File: config.mk
export PLATFORM = sky130hd
export DESIGN_NAME = co2_sensor_frame_engine
export DESIGN_NICKNAME = d
export VERILOG_FILES = /design/src/design/co2sfe_pkg.sv /design/src/design/co2_sensor_frame_engine.sv
export SDC_FILE = /design/constraint.sdc
export NUM_CORES = 1
export LEC_CHECK = 0
export ABC_CLOCK_PERIOD_IN_PS = 6300
export CORE_ASPECT_RATIO = 0.6
export CORE_MARGIN = 2
export CORE_UTILIZATION = 55
export CTS_BUF_LIST = sky130_fd_sc_hd__clkbuf_8 sky130_fd_sc_hd__clkbuf_16
export DETAILED_ROUTE_END_ITERATION = 12
export DONT_BUFFER_PORTS = 1
export PLACE_DENSITY = 0.81
export SYNTH_ARGS = -nofsm -noshare
export SYNTH_HDL_FRONTEND = slang
export SYNTH_SLANG_ARGS = --single-unit
File: constraint.sdc
create_clock -name aclk -period 6.3 [get_ports aclk]
set_input_delay 1.26 -clock aclk [delete_from_list [all_inputs] [get_ports aclk]]
set_output_delay 1.26 -clock aclk [all_outputs]
set_load 0.05 [all_outputs]
File: src/design/co2sfe_pkg.sv
// ----------------------------------------------------------------------------
// co2sfe_pkg
// Types, codes and constants of the CO2 sensor frame engine.
// ----------------------------------------------------------------------------
`default_nettype none

package co2sfe_pkg;

    // input operation codes (s_tuser)
    typedef enum logic [1:0] {
        OP_CMD  = 2'd0,
        OP_RX   = 2'd1,
        OP_TICK = 2'd2,
        OP_NONE = 2'd3
    } op_t;

    // command request kinds
    localparam logic [2:0] CMD_READ     = 3'd0;
    localparam logic [2:0] CMD_ZERO     = 3'd1;
    localparam logic [2:0] CMD_SPAN     = 3'd2;
    localparam logic [2:0] CMD_ABC_ON   = 3'd3;
    localparam logic [2:0] CMD_ABC_OFF  = 3'd4;
    localparam logic [2:0] CMD_RANGE    = 3'd5;

    localparam logic [2:0] RANGE_SEL_MAX = 3'd4;

    // result kinds (m_tuser)
    localparam logic RES_TX   = 1'b0;
    localparam logic RES_READ = 1'b1;

    // read status codes
    localparam logic [2:0] STATUS_OK        = 3'd0;
    localparam logic [2:0] STATUS_BAD_MAGIC = 3'd1;
    localparam logic [2:0] STATUS_BAD_ECHO  = 3'd2;
    localparam logic [2:0] STATUS_BAD_CHK   = 3'd3;
    localparam logic [2:0] STATUS_TIMEOUT   = 3'd4;

    // frame bytes
    localparam logic [7:0] FRAME_START   = 8'hFF;
    localparam logic [7:0] FRAME_ADDR    = 8'h01;
    localparam logic [7:0] OPC_READ      = 8'h86;
    localparam logic [7:0] OPC_ZERO      = 8'h87;
    localparam logic [7:0] OPC_SPAN      = 8'h88;
    localparam logic [7:0] OPC_ABC       = 8'h79;
    localparam logic [7:0] ABC_ON_ARG    = 8'hA0;
    localparam logic [7:0] OPC_RANGE     = 8'h99;

    localparam int unsigned FRAME_LEN    = 9;
    localparam logic [7:0] TEMP_OFFSET   = 8'd40;
    localparam logic [7:0] TIMEOUT_RESET = 8'd50;
    localparam logic [7:0] TICK_MAX      = 8'd255;

    // full-scale value for each range selection
    function automatic logic [15:0] range_ppm(input logic [2:0] sel);
        logic [15:0] v;
        case (sel)
            3'd0:    v = 16'd1000;
            3'd1:    v = 16'd2000;
            3'd2:    v = 16'd3000;
            3'd3:    v = 16'd5000;
            default: v = 16'd10000;
        endcase
        return v;
    endfunction

endpackage

`default_nettype wire

File: src/design/co2_sensor_frame_engine.sv
// ----------------------------------------------------------------------------
// co2_sensor_frame_engine
// Host side of the 9-byte sensor UART frame exchange: builds command
// frames and checks and decodes read replies.
// ----------------------------------------------------------------------------
// Usage: s_ beats carry one operation each, selected by s_tuser: a command
// request, a byte received from the sensor, or a poll tick. A command gives
// nine m_ beats of kind 0 (frame bytes FF 01 cmd d1..d5 chk, m_tlast on the
// ninth). After a read command, nine received bytes give one m_ beat of
// kind 1 with status and decoded values; enough poll ticks give a timeout
// beat instead. Bytes and ticks while idle give nothing.
// Latency: a result appears on m_ the cycle after its s_ beat is taken.
// Throughput: one s_ beat per cycle while each gives at most one result
// and m_tready is high; a command holds s_tready low until its frame has
// drained, nine m_ beats in all, limited by the single output register.
// Reset: idle, nothing pending, timeout_ticks back to 50.
// Stall: while m_tready is low the pending beat holds and s_tready drops
// once the output register is full; beats with no result still need it free.
// cfg_w writes timeout_ticks and is always ready.
// ----------------------------------------------------------------------------
`default_nettype none

module co2_sensor_frame_engine (
    input  wire logic        aclk,
    input  wire logic        aresetn,
    // configuration: timeout_ticks
    input  wire logic        cfg_wvalid,
    output logic             cfg_wready,
    input  wire logic [7:0]  cfg_wdata,
    // input stream
    input  wire logic        s_tvalid,
    output logic             s_tready,
    input  wire logic [31:0] s_tdata,  // cmd_kind[2:0] span_ppm[18:3] range_sel[21:19]
                                       // rx_byte[29:22] zero[31:30]
    input  wire logic [1:0]  s_tuser,  // op[1:0]
    // result stream
    output logic             m_tvalid,
    input  wire logic        m_tready,
    output logic [63:0]      m_tdata,  // tx_byte[7:0] status[10:8] co2_ppm[26:11]
                                       // min_co2_ppm[42:27] temperature_c[51:43]
                                       // accuracy[59:52] zero[63:60]
    output logic             m_tuser,  // kind
    output logic             m_tlast   // last
);

    // input fields
    logic [2:0]  cmd_kind;
    logic [15:0] span_ppm;
    logic [2:0]  range_sel;
    logic [7:0]  rx_byte;
    co2sfe_pkg::op_t op;

    assign cmd_kind  = s_tdata[2:0];
    assign span_ppm  = s_tdata[18:3];
    assign range_sel = s_tdata[21:19];
    assign rx_byte   = s_tdata[29:22];
    assign op        = co2sfe_pkg::op_t'(s_tuser);

    // state
    logic [7:0] timeout_reg;
    logic       awaiting_reg;
    logic [3:0] rx_count_reg;
    logic [7:0] tick_count_reg;
    logic [7:0] reply_reg [0:7];

    // output register
    logic [3:0]        remain_reg;
    logic [3:0]        idx_reg;
    logic              res_kind_reg;
    logic [7:0]        cmd_byte_reg;
    logic [7:0]        d1_reg;
    logic [7:0]        d2_reg;
    logic [7:0]        chk_reg;
    logic [2:0]        status_reg;
    logic [15:0]       co2_reg;
    logic [15:0]       min_co2_reg;
    logic signed [8:0] temp_reg;
    logic [7:0]        acc_reg;

    logic s_fire;
    logic m_fire;

    assign cfg_wready = 1'b1;
    assign m_tvalid   = (remain_reg != 4'd0);
    assign m_fire     = m_tvalid && m_tready;
    assign s_tready   = (remain_reg == 4'd0) || ((remain_reg == 4'd1) && m_tready);
    assign s_fire     = s_tvalid && s_tready;

    // ---------------------------------------------------------------- command
    logic       cmd_valid;
    logic [7:0] cmd_byte_next;
    logic [7:0] d1_next;
    logic [7:0] d2_next;
    logic [7:0] req_sum;
    logic [7:0] chk_next;
    logic [15:0] range_val;

    assign range_val = co2sfe_pkg::range_ppm(range_sel);

    always_comb begin
        cmd_valid     = 1'b1;
        cmd_byte_next = co2sfe_pkg::OPC_READ;
        d1_next       = 8'd0;
        d2_next       = 8'd0;
        case (cmd_kind)
            co2sfe_pkg::CMD_READ: cmd_byte_next = co2sfe_pkg::OPC_READ;
            co2sfe_pkg::CMD_ZERO: cmd_byte_next = co2sfe_pkg::OPC_ZERO;
            co2sfe_pkg::CMD_SPAN: begin
                // a span of zero falls back to zero calibration
                if (span_ppm == 16'd0) begin
                    cmd_byte_next = co2sfe_pkg::OPC_ZERO;
                end else begin
                    cmd_byte_next = co2sfe_pkg::OPC_SPAN;
                    d1_next       = span_ppm[15:8];
                    d2_next       = span_ppm[7:0];
                end
            end
            co2sfe_pkg::CMD_ABC_ON: begin
                cmd_byte_next = co2sfe_pkg::OPC_ABC;
                d1_next       = co2sfe_pkg::ABC_ON_ARG;
            end
            co2sfe_pkg::CMD_ABC_OFF: cmd_byte_next = co2sfe_pkg::OPC_ABC;
            co2sfe_pkg::CMD_RANGE: begin
                cmd_byte_next = co2sfe_pkg::OPC_RANGE;
                d1_next       = range_val[15:8];
                d2_next       = range_val[7:0];
                cmd_valid     = (range_sel <= co2sfe_pkg::RANGE_SEL_MAX);
            end
            default: cmd_valid = 1'b0;
        endcase
        req_sum  = co2sfe_pkg::FRAME_ADDR + cmd_byte_next + d1_next + d2_next;
        chk_next = 8'd0 - req_sum;
    end

    // ------------------------------------------------------------- reply check
    logic       reply_done;
    logic [7:0] reply_sum;
    logic [2:0] reply_status;

    assign reply_done = (rx_count_reg == 4'(co2sfe_pkg::FRAME_LEN - 1));

    always_comb begin
        reply_sum = reply_reg[1] + reply_reg[2] + reply_reg[3] + reply_reg[4]
                  + reply_reg[5] + reply_reg[6] + reply_reg[7];
        if (reply_reg[0] != co2sfe_pkg::FRAME_START) begin
            reply_status = co2sfe_pkg::STATUS_BAD_MAGIC;
        end else if (reply_reg[1] != co2sfe_pkg::OPC_READ) begin
            reply_status = co2sfe_pkg::STATUS_BAD_ECHO;
        end else if (rx_byte != 8'd0 - reply_sum) begin
            reply_status = co2sfe_pkg::STATUS_BAD_CHK;
        end else begin
            reply_status = co2sfe_pkg::STATUS_OK;
        end
    end

    // ------------------------------------------------------------------ ticks
    logic [7:0] tick_inc;
    logic       tick_expired;

    assign tick_inc     = (tick_count_reg == co2sfe_pkg::TICK_MAX) ?
                          tick_count_reg : tick_count_reg + 8'd1;
    assign tick_expired = (tick_inc >= timeout_reg);

    // --------------------------------------------------------- beat decisions
    logic emit_frame;
    logic emit_reply;
    logic emit_timeout;
    logic emit_any;

    assign emit_frame   = (op == co2sfe_pkg::OP_CMD) && cmd_valid;
    assign emit_reply   = (op == co2sfe_pkg::OP_RX) && awaiting_reg && reply_done;
    assign emit_timeout = (op == co2sfe_pkg::OP_TICK) && awaiting_reg && tick_expired;
    assign emit_any     = emit_frame || emit_reply || emit_timeout;

    // ---------------------------------------------------------- control state
    always_ff @(posedge aclk) begin
        if (!aresetn) begin
            timeout_reg    <= co2sfe_pkg::TIMEOUT_RESET;
            awaiting_reg   <= 1'b0;
            rx_count_reg   <= 4'd0;
            tick_count_reg <= 8'd0;
            remain_reg     <= 4'd0;
            idx_reg        <= 4'd0;
        end else begin
            if (cfg_wvalid && cfg_wready) begin
                timeout_reg <= cfg_wdata;
            end
            // a new result loads the output register in place of the count
            if (m_fire && !(s_fire && emit_any)) begin
                remain_reg <= remain_reg - 4'd1;
                idx_reg    <= idx_reg + 4'd1;
            end
            if (s_fire) begin
                unique case (op)
                    co2sfe_pkg::OP_CMD: begin
                        if (cmd_valid) begin
                            awaiting_reg   <= (cmd_kind == co2sfe_pkg::CMD_READ);
                            rx_count_reg   <= 4'd0;
                            tick_count_reg <= 8'd0;
                            remain_reg     <= 4'(co2sfe_pkg::FRAME_LEN);
                            idx_reg        <= 4'd0;
                        end
                    end
                    co2sfe_pkg::OP_RX: begin
                        if (awaiting_reg) begin
                            if (reply_done) begin
                                awaiting_reg   <= 1'b0;
                                rx_count_reg   <= 4'd0;
                                tick_count_reg <= 8'd0;
                                remain_reg     <= 4'd1;
                                idx_reg        <= 4'd0;
                            end else begin
                                rx_count_reg <= rx_count_reg + 4'd1;
                            end
                        end
                    end
                    co2sfe_pkg::OP_TICK: begin
                        if (awaiting_reg) begin
                            if (tick_expired) begin
                                awaiting_reg   <= 1'b0;
                                rx_count_reg   <= 4'd0;
                                tick_count_reg <= 8'd0;
                                remain_reg     <= 4'd1;
                                idx_reg        <= 4'd0;
                            end else begin
                                tick_count_reg <= tick_inc;
                            end
                        end
                    end
                    default: ;
                endcase
            end
        end
    end

    // reply byte store, first eight bytes of the frame
    always_ff @(posedge aclk) begin
        if (s_fire && (op == co2sfe_pkg::OP_RX) && awaiting_reg && !reply_done) begin
            reply_reg[rx_count_reg[2:0]] <= rx_byte;
        end
    end

    // ---------------------------------------------------------- result payload
    always_ff @(posedge aclk) begin
        if (s_fire) begin
            if (emit_frame) begin
                res_kind_reg <= co2sfe_pkg::RES_TX;
                cmd_byte_reg <= cmd_byte_next;
                d1_reg       <= d1_next;
                d2_reg       <= d2_next;
                chk_reg      <= chk_next;
                status_reg   <= co2sfe_pkg::STATUS_OK;
                co2_reg      <= 16'd0;
                min_co2_reg  <= 16'd0;
                temp_reg     <= 9'sd0;
                acc_reg      <= 8'd0;
            end else if (emit_reply || emit_timeout) begin
                res_kind_reg <= co2sfe_pkg::RES_READ;
                if (emit_timeout) begin
                    status_reg <= co2sfe_pkg::STATUS_TIMEOUT;
                end else begin
                    status_reg <= reply_status;
                end
                // decoded values only on a good reply
                if (emit_reply && (reply_status == co2sfe_pkg::STATUS_OK)) begin
                    co2_reg     <= {reply_reg[2], reply_reg[3]};
                    min_co2_reg <= {reply_reg[6], reply_reg[7]};
                    temp_reg    <= $signed({1'b0, reply_reg[4]})
                                   - $signed({1'b0, co2sfe_pkg::TEMP_OFFSET});
                    acc_reg     <= reply_reg[5];
                end else begin
                    co2_reg     <= 16'd0;
                    min_co2_reg <= 16'd0;
                    temp_reg    <= 9'sd0;
                    acc_reg     <= 8'd0;
                end
            end
        end
    end

    // ------------------------------------------------------------ output mux
    logic [7:0] tx_byte;

    always_comb begin
        tx_byte = 8'd0;
        if (res_kind_reg == co2sfe_pkg::RES_TX) begin
            case (idx_reg)
                4'd0:    tx_byte = co2sfe_pkg::FRAME_START;
                4'd1:    tx_byte = co2sfe_pkg::FRAME_ADDR;
                4'd2:    tx_byte = cmd_byte_reg;
                4'd3:    tx_byte = d1_reg;
                4'd4:    tx_byte = d2_reg;
                4'd8:    tx_byte = chk_reg;
                default: tx_byte = 8'd0;
            endcase
        end
    end

    assign m_tuser = res_kind_reg;
    assign m_tlast = (res_kind_reg == co2sfe_pkg::RES_TX)
                     && (idx_reg == 4'(co2sfe_pkg::FRAME_LEN - 1));
    assign m_tdata = {4'd0, acc_reg, temp_reg, min_co2_reg, co2_reg, status_reg, tx_byte};

endmodule

`default_nettype wire
==> results_tabular.tex, run 1 <==
\begin{tabular}{lr}
\hline
Metric & Value \\
\hline
\multicolumn{2}{l}{\textbf{Run status}} \\
Run status & complete, no violations \\
\multicolumn{2}{l}{\textbf{Worst setup path}} \\
Critical Path End Type & register \\
Max incr delay on CP & 0.58 ns \\
Launching element type of the critical path & register \\
Worst setup path class & reg2reg \\
Origin of the worst setup path & reply\_reg[4][3] \\
Critical-path cell list & inv\_1, fa\_1, inv\_1, fa\_1, fa\_1, fa\_1, inv\_1, fa\_1, a21o\_1, a21oi\_1, xnor2\_1, or4\_1, nor4\_4, buf\_4, nor2b\_1 \\
Bufs and invs on worst path & 4 \\
Crit path max-delay cell type & fa\_1 \\
Critical Path AT & 5.51 ns \\
Critical-path maximum fanout & 27 \\
Gate family responsible for the most delay along the worst path & adder cells \\
Most numerous cell on the critical path & fa\_1 \\
Beginning of the worst register-to-register path & reply\_reg[4][3] \\
Critical path data required time & 6.60 ns \\
\multicolumn{2}{l}{\textbf{Timing}} \\
Worst clock skew & 0.01536 ns \\
Tightest Pin Transition & 1.166 ns \\
Highest attainable clock frequency & 0.1917 GHz \\
Total Negative Setup Slacks & 0 ns \\
Post-route clock period utilization & 82.79\% \\
Count of final setup violators & 0 \\
Unrepaired setup endpoints after global routing & false \\
Hold Violations, Final & 0 \\
Total count of max-transition violations in the final report & 0 \\
Min Clock Period, post-route & 5.215 ns \\
Remaining max-slew budget at the tightest pin & 21.66\% \\
\multicolumn{2}{l}{\textbf{Route}} \\
DRT antenna net count & 0 \\
Count of TritonRoute iterations in the first routing pass & 6 \\
Drt via density & 5.795 \\
Average wire length per cell after detail routing & 19.35 um \\
Number of vias in the routed layout & 6038 \\
Iteration-0 DRC Markers & 739 \\
Post-Route WL & 20160 um \\
Number of remaining DRC errors & 0 \\
\multicolumn{2}{l}{\textbf{Logic synthesis}} \\
Post-synth cell types & 61 \\
Count of flip-flops with a built-in enable after synthesis & 147 \\
Async S/R FF share, synth & 0\% \\
Count of state elements after synthesis & 176 \\
Total standard cell area after synthesis & 9333 um2 \\
Average cell area after synthesis & 11.65 um2 \\
Cell count after synthesis & 801 \\
Prevailing post-synth register cell & edfxtp\_1 \\
Sequential element share of the synthesized area & 53.52\% \\
Yosys warns & 0 \\
\multicolumn{2}{l}{\textbf{Floorplanning}} \\
Number of top-level pins & 116 \\
Vertical extent of the die & 104.9 um \\
Die width & 172.2 um \\
Core box area & 16400 um2 \\
Effective utilization at floorplan & 56.92\% \\
Std cell rows & 36 \\
Die area & 18060 um2 \\
\multicolumn{2}{l}{\textbf{Layout}} \\
Diodes inserted & 0 \\
Flip-flop count of the largest register, all copies and words added & 64 \\
Area delta synth->final & 8.996\% \\
Nets & 931 \\
Share of post-route cells with drive strength above 1 & 5.897\% \\
Final std cell area, no fill & 10170 um2 \\
\multicolumn{2}{l}{\textbf{Power}} \\
Clock share of power & 35.5\% \\
Cell internal pwr & 2.018 mW \\
IR drop worst, VDD & 172.2 uV \\
Overall power after layout & 3.045 mW \\
P per Cell Area & 299.4 nW/um2 \\
Power dissipated by switching net loads & 1.028 mW \\
Power share of the sequential group & 46.4\% \\
Combinational share of power & 18.1\% \\
Switching power as a share of total power & 33.74\% \\
Leak pwr & 4.044 nW \\
\multicolumn{2}{l}{\textbf{Clock network}} \\
CTS HTree Levels & 4 \\
Clock Tree Buf Depth & 2 \\
Root Driver & clkbuf\_16 \\
Clock latency of the later-clocked register in the worst-skew pair & 0.44 ns \\
Hold\_buf cts & 0 \\
Total number of clock tree sinks & 176 \\
Buffers inserted by post-CTS timing repair & 0 \\
Clk pin slew, worst setup/hold paths & 0.08 ns \\
TritonCTS Buffers & 17 \\
CTS tree & yes \\
Number of cells upsized or downsized after cts & 0 \\
\multicolumn{2}{l}{\textbf{GRT}} \\
Vias in the first global route & 5728 \\
First-pass GRT wire length & 32440 um \\
Maximum number of pins on one net before global-route repair & 54 \\
Overflow left after global routing & 0 \\
Antenna violations before repair & 0 \\
Global-route usage over all layers & 24.15\% \\
\multicolumn{2}{l}{\textbf{Placement}} \\
Number of buffers added on ports & 0 \\
Post-placement cell area & 9537 um2 \\
Half-perimeter wire length of the detailed placement result & 14700 um \\
Final GP Congestion & 0.9632 \\
\multicolumn{2}{l}{\textbf{Hold path}} \\
HP Class & reg2reg \\
Hold Startpoint & tick\_count\_reg[6] \\
\multicolumn{2}{l}{\textbf{Flow run}} \\
Max-capacitance violation count & 0 \\
\hline
\end{tabular}
cell usage after synthesis (all sizes together) (5+ instances only):
cell,count,share of area (%)
edfxtp,147,47
inv,116,4.7
and2,49,3.3
a21oi,48,2.6
nor2,48,1.9
ha,44,5.9
nand2,41,1.6
fa,39,8.4
o21ai,30,1.6
dfxtp,29,6.2
xnor2,26,2.5
clkbuf,19,0.80
nor3,17,0.91
nand3,16,0.86
mux2i,9,0.97
o211ai,8,0.64
o21a,8,0.64
buf,7,0.64
nor4,7,0.63
xor2,7,0.66
a21o,6,0.48
and3,6,0.40
nand4,6,0.40
a211oi,5,0.40
final timing paths:
kind | cells past startpoint | end | slack (ns)
setup / recovery | 15 | temp_reg[4] | 1.08
hold / removal | 2 | tick_count_reg[6] | 0.48
setup reg to reg | 15 | temp_reg[4] | 1.08
hold reg to reg | 2 | tick_count_reg[6] | 0.48
metrics by stage:
step	cells	hold WS (ns)	util (%)	worst slack, ns
6_report	1042	0.4761	62.04	1.085
5_1_grt	1042	0.5007	62.04	0.7991
4_1_cts	1042	0.4779	62.04	1.109
3_5_place_dp	1010	0.4683	58.17	1.228
3_3_place_gp	1010	0.4619	58.17	1.314
2_1_floorplan	804	0.4446	-	1.544
power groups by stage:
stage	Sequential, mW	Clock [mW]	Combinational (mW)
5_1_grt	1.42	1.14	0.604
3_5_place_dp	1.44	0	0.535
4_1_cts	1.41	1.09	0.544
6_report	1.41	1.08	0.552
3_3_place_gp	1.44	0	0.521
2_1_floorplan	1.42	0	0.444
metal layers:
metal / track usage, % / vias to the layer above / share of wire (%)
met1: 37.59 / 2922 / 46
met2: 32.64 / 316 / 42
met4: 5.582 / 0 / 1.1
met3: 7.841 / 22 / 11
met5: 0 / - / 0
li1: - / 2778 / -
final cells by class:
class                           count  area (um2)
Fill cell                        1267        6223
Clock buffer                       17       425.4
Multi-Input combinational cell    485        3787
Inverter                          117       439.2
Clock inverter                     15       210.2
Tap cell                          228       285.3
Sequential cell                   176        4995
Timing Repair Buffer                4       30.03
worst register-to-register path: stages (launching register included):
cell and delay (ns):
edfxtp_1 0.36, inv_1 0.09, fa_1 0.58, inv_1 0.07
fa_1 0.53, fa_1 0.55, fa_1 0.58, inv_1 0.09
fa_1 0.48, a21o_1 0.20, a21oi_1 0.21, xnor2_1 0.11
or4_1 0.50, nor4_4 0.26, buf_4 0.28, nor2b_1 0.20
cells in the final DEF, fill, tap and decap left out, types with 4 or more instances in the layout:
| cell type | Yosys | routed |
|---|---|---|
| and2_1 | 49 | 49 |
| a211oi_1 | 5 | 5 |
| nor2_1 | 48 | 47 |
| nand2b_1 | 4 | 4 |
| o21ai_0 | 30 | 30 |
| nand3_1 | 16 | 16 |
| o21a_1 | 8 | 8 |
| clkinv_8 | 0 | 9 |
| nor2b_1 | 4 | 4 |
| buf_4 | 5 | 4 |
| fa_1 | 39 | 39 |
| inv_1 | 116 | 115 |
| nor4_1 | 6 | 6 |
| mux2i_1 | 9 | 9 |
| nor3_1 | 17 | 15 |
| and3_1 | 6 | 6 |
| edfxtp_1 | 147 | 147 |
| o211ai_1 | 8 | 8 |
| conb_1 | 2 | 5 |
| clkbuf_16 | 0 | 17 |
| ha_1 | 44 | 44 |
| a21o_1 | 6 | 6 |
| a21oi_1 | 48 | 48 |
| o21bai_1 | 4 | 4 |
| nand2_1 | 41 | 41 |
| nand4_1 | 6 | 6 |
| a222oi_1 | 4 | 4 |
| dfxtp_1 | 29 | 29 |
| xnor2_1 | 25 | 25 |
| xor2_1 | 7 | 7 |
logic make-up (layout without fill, tap and decap cells):
kind of cell               count (synthesis)  after routing  synth area share, %
and+or+nand+nor                          216            216                12.09
DFF                                      176            176                53.52
buffers and inverters                    143            153                6.154
AOI/OAI and AO/OA                        136            136                9.144
adders and majority gates                 83             83                14.26
xor gates and xnor gates                  35             35                3.660
muxes                                     10             10                1.086
other                                      2              5              0.08047
No activity file was read; power rests on OpenSTA's default activity.
==> run 2: changes to the inputs <==
--- a/config.mk
+++ b/config.mk
@@ -5,7 +5,7 @@
 export SDC_FILE = /design/constraint.sdc
 export NUM_CORES = 1
 export LEC_CHECK = 0
-export ABC_CLOCK_PERIOD_IN_PS = 6300
+export ABC_CLOCK_PERIOD_IN_PS = 5000
 export CORE_ASPECT_RATIO = 0.6
 export CORE_MARGIN = 2
 export CORE_UTILIZATION = 55
==> constraint.sdc (replaced) <==
create_clock -name aclk -period 5 [get_ports aclk]
set_input_delay 1 -clock aclk [delete_from_list [all_inputs] [get_ports aclk]]
set_output_delay 1 -clock aclk [all_outputs]
set_load 0.05 [all_outputs]
==> results_tabular.tex, run 2 (synthesis results as in run 1) <==
\begin{tabular}{lr}
\hline
Metric & Value \\
\hline
\multicolumn{2}{l}{\textbf{Layout}} \\
Nets & 937 (+0.64\%) \\
Share of the core filled with cells in the final layout & 62.81\% (+0.76 points) \\
Most frequent cells in the layout & 147 x edfxtp\_1, 109 x inv\_1, 47 x nor2\_1, 46 x a21oi\_1, 43 x ha\_1 \\
Share of post-route cells with drive strength above 1 & 10.00\% (+4.1 points) \\
Flip-flop count of the largest register, all copies and words added & 64 (unchanged) \\
Area delta synth->final & 10.34\% \\
Diodes inserted & 0 (unchanged) \\
Most common cell after layout, fill and taps aside & edfxtp\_1 \\
\multicolumn{2}{l}{\textbf{Placement}} \\
Worst setup slack after placement & -0.1039 ns (-1.332 ns) \\
Half-perimeter wire length of the detailed placement result & 14770 um (+0.46\%) \\
Final GP Congestion & 0.9610 (-0.23\%) \\
Number of buffers added on ports & 0 (unchanged) \\
\multicolumn{2}{l}{\textbf{Clock network}} \\
Root Driver & clkbuf\_16 \\
Hold\_buf cts & 0 (unchanged) \\
CTS HTree Levels & 4 (unchanged) \\
TritonCTS Buffers & 17 (unchanged) \\
Clock Tree Buf Depth & 2 (unchanged) \\
Clock latency of the later-clocked register in the worst-skew pair & 0.43 ns (about the same) \\
Total number of clock tree sinks & 176 (unchanged) \\
CTS tree & yes \\
Clk pin slew, worst setup/hold paths & 0.08 ns (about the same) \\
\multicolumn{2}{l}{\textbf{GRT}} \\
Overflow left after global routing & 0 (unchanged) \\
Vias in the first global route & 5892 (+2.9\%) \\
Maximum number of pins on one net before global-route repair & 54 (unchanged) \\
Global-route usage over all layers & 24.18\% (+0.034 points) \\
First-pass GRT wire length & 32330 um (-0.34\%) \\
Antenna violations before repair & 0 (unchanged) \\
\multicolumn{2}{l}{\textbf{Timing}} \\
Worst clock skew & 0.01177 ns (-0.003587 ns) \\
Hold Violations, Final & 0 (unchanged) \\
Min Clock Period, post-route & 4.932 ns (-0.2832 ns) \\
Remaining max-slew budget at the tightest pin & 20.00\% (-1.7 points) \\
Tightest Pin Transition & 1.191 ns (+0.02476 ns) \\
Unrepaired setup endpoints after global routing & true \\
Count of final setup violators & 0 (unchanged) \\
Worst hold slack after final layout & 0.4883 ns (+0.01216 ns) \\
Fin worst setup slack & 0.06772 ns (-1.017 ns) \\
Post-route clock period utilization & 98.65\% (+16 points) \\
Highest attainable clock frequency & 0.2027 GHz (+5.7\%) \\
Total count of max-transition violations in the final report & 0 (unchanged) \\
\multicolumn{2}{l}{\textbf{Floorplanning}} \\
Die area & 18060 um2 (unchanged) \\
Die width & 172.2 um (unchanged) \\
Effective utilization at floorplan & 56.92\% (unchanged) \\
Number of top-level pins & 116 (unchanged) \\
Std cell rows & 36 (unchanged) \\
Vertical extent of the die & 104.9 um (unchanged) \\
Core box area & 16400 um2 (unchanged) \\
\multicolumn{2}{l}{\textbf{Power}} \\
Power dissipated by switching net loads & 1.257 mW (+22\%) \\
IR drop worst, VDD & 237.2 uV (+38\%) \\
Clock share of power & 34.4\% (-1.1 points) \\
Combinational share of power & 18.6\% (+0.5 points) \\
Power share of the sequential group & 47.0\% (+0.6 points) \\
Switching power as a share of total power & 33.12\% (-0.62 points) \\
Leak pwr & 4.098 nW (+1.3\%) \\
Cell internal pwr & 2.537 mW (+26\%) \\
P per Cell Area & 368.5 nW/um2 (+23\%) \\
\multicolumn{2}{l}{\textbf{Worst setup path}} \\
Worst R2R Setup Slack & 0.07 ns (-1.02 ns) \\
Critical Path End Type & register \\
Reg2Reg Depth & 16 (+1) \\
Critical path data required time & 5.29 ns (-1.31 ns) \\
Worst flop-to-flop path endpoint & min\_co2\_reg[1] \\
Worst setup path class & reg2reg \\
Critical-path maximum fanout & 22 (-19\%) \\
Beginning of the worst register-to-register path & reply\_reg[5][2] \\
Critical Path AT & 5.23 ns (-0.28 ns) \\
Launching element type of the critical path & register \\
\multicolumn{2}{l}{\textbf{Route}} \\
Iteration-0 DRC Markers & 698 (-5.5\%) \\
Number of vias in the routed layout & 6048 (+0.17\%) \\
Post-Route WL & 20610 um (+2.2\%) \\
Drt via density & 5.771 (-0.41\%) \\
Number of remaining DRC errors & 0 (unchanged) \\
Count of TritonRoute iterations in the first routing pass & 5 (-1) \\
DRT antenna net count & 0 (unchanged) \\
Average wire length per cell after detail routing & 19.67 um (+1.6\%) \\
\multicolumn{2}{l}{\textbf{Run status}} \\
Run status & complete, no violations \\
\multicolumn{2}{l}{\textbf{Hold path}} \\
Worst-case hold path end point & timeout\_reg[1] \\
Hold Startpoint & timeout\_reg[1] \\
Number of instances on the worst hold path & 2 (unchanged) \\
HP Class & reg2reg \\
\multicolumn{2}{l}{\textbf{Flow run}} \\
Max-capacitance violation count & 0 (unchanged) \\
\hline
\end{tabular}
run 2: area by class of cell:
type	count	area [um2]
Sequential cell	176	4995
Clock buffer	17	425.4
Multi-Input combinational cell	485	3861
Fill cell	1257	6098
Tap cell	228	285.3
Clock inverter	15	171.4
Inverter	117	439.2
Timing Repair Buffer	10	120.1
run 2: worst max-delay path by stage:
| stage | start | end | slack (ns) | cells after the start |
|---|---|---|---|---|
| after floorplan | reply_reg[5][2] | acc_reg[6] | 0.24 | 17 |
| after global placement | reply_reg[4][3] | temp_reg[8] | 0.03 | 14 |
| after detailed placement | reply_reg[4][3] | co2_reg[13] | -0.10 | 15 |
| after CTS | reply_reg[2][3] | co2_reg[13] | 0.0007 | 16 |
| after global routing | reply_reg[4][2] | min_co2_reg[4] | -0.06 | 16 |
| final | reply_reg[5][2] | min_co2_reg[1] | 0.07 | 16 |
run 2: repair_timing:
action | 4_1_cts | 5_1_grt
endpoints found under the hold margin | 0 | 0
gates cloned | 1 | 1
pin swaps | 3 | 7
setup buffers | 1 | 1
endpoints found under the setup margin | 49 | 49
gates resized for setup | 7 | 29
run 2: worst max-delay path: stages, from the launching register on:
cell	delay, ns
edfxtp_1	0.35
inv_1	0.07
fa_1	0.54
inv_1	0.06
fa_2	0.56
fa_1	0.42
fa_1	0.54
inv_1	0.05
ha_2	0.19
fa_2	0.56
xnor2_2	0.12
nand4_1	0.14
or4_4	0.56
nor4_4	0.16
buf_6	0.19
buf_12	0.15
and2_1	0.14
run 2: metal layers:
metal | up-vias | GRT usage, % | wire [um]
met3 | 24 | 6.856 | 2013
li1 | 2777 | - | -
met5 | - | 0 | 0
met2 | 312 | 33.79 | 8834
met1 | 2935 | 37.01 | 9506
met4 | 0 | 6.303 | 256
run 2: power groups by stage:
stage	Combinational, mW	Clock, mW	Sequential, mW
2_1_floorplan	0.560	0	1.79
3_3_place_gp	0.667	0	1.81
3_5_place_dp	0.683	0	1.81
4_1_cts	0.694	1.32	1.78
5_1_grt	0.765	1.38	1.79
6_report	0.707	1.31	1.78
run 2: metrics by stage:
stage               total power [mW]  cell area [um2]  TNS [ns]  std cells
floorplan                      2.355             9344         0        804
global placement               2.476             9552         0       1012
detailed placement             2.496             9552    -3.264       1012
CTS                            3.792            10190         0       1046
global route                   3.931            10300    -1.588       1048
finish                         3.794            10300         0       1048
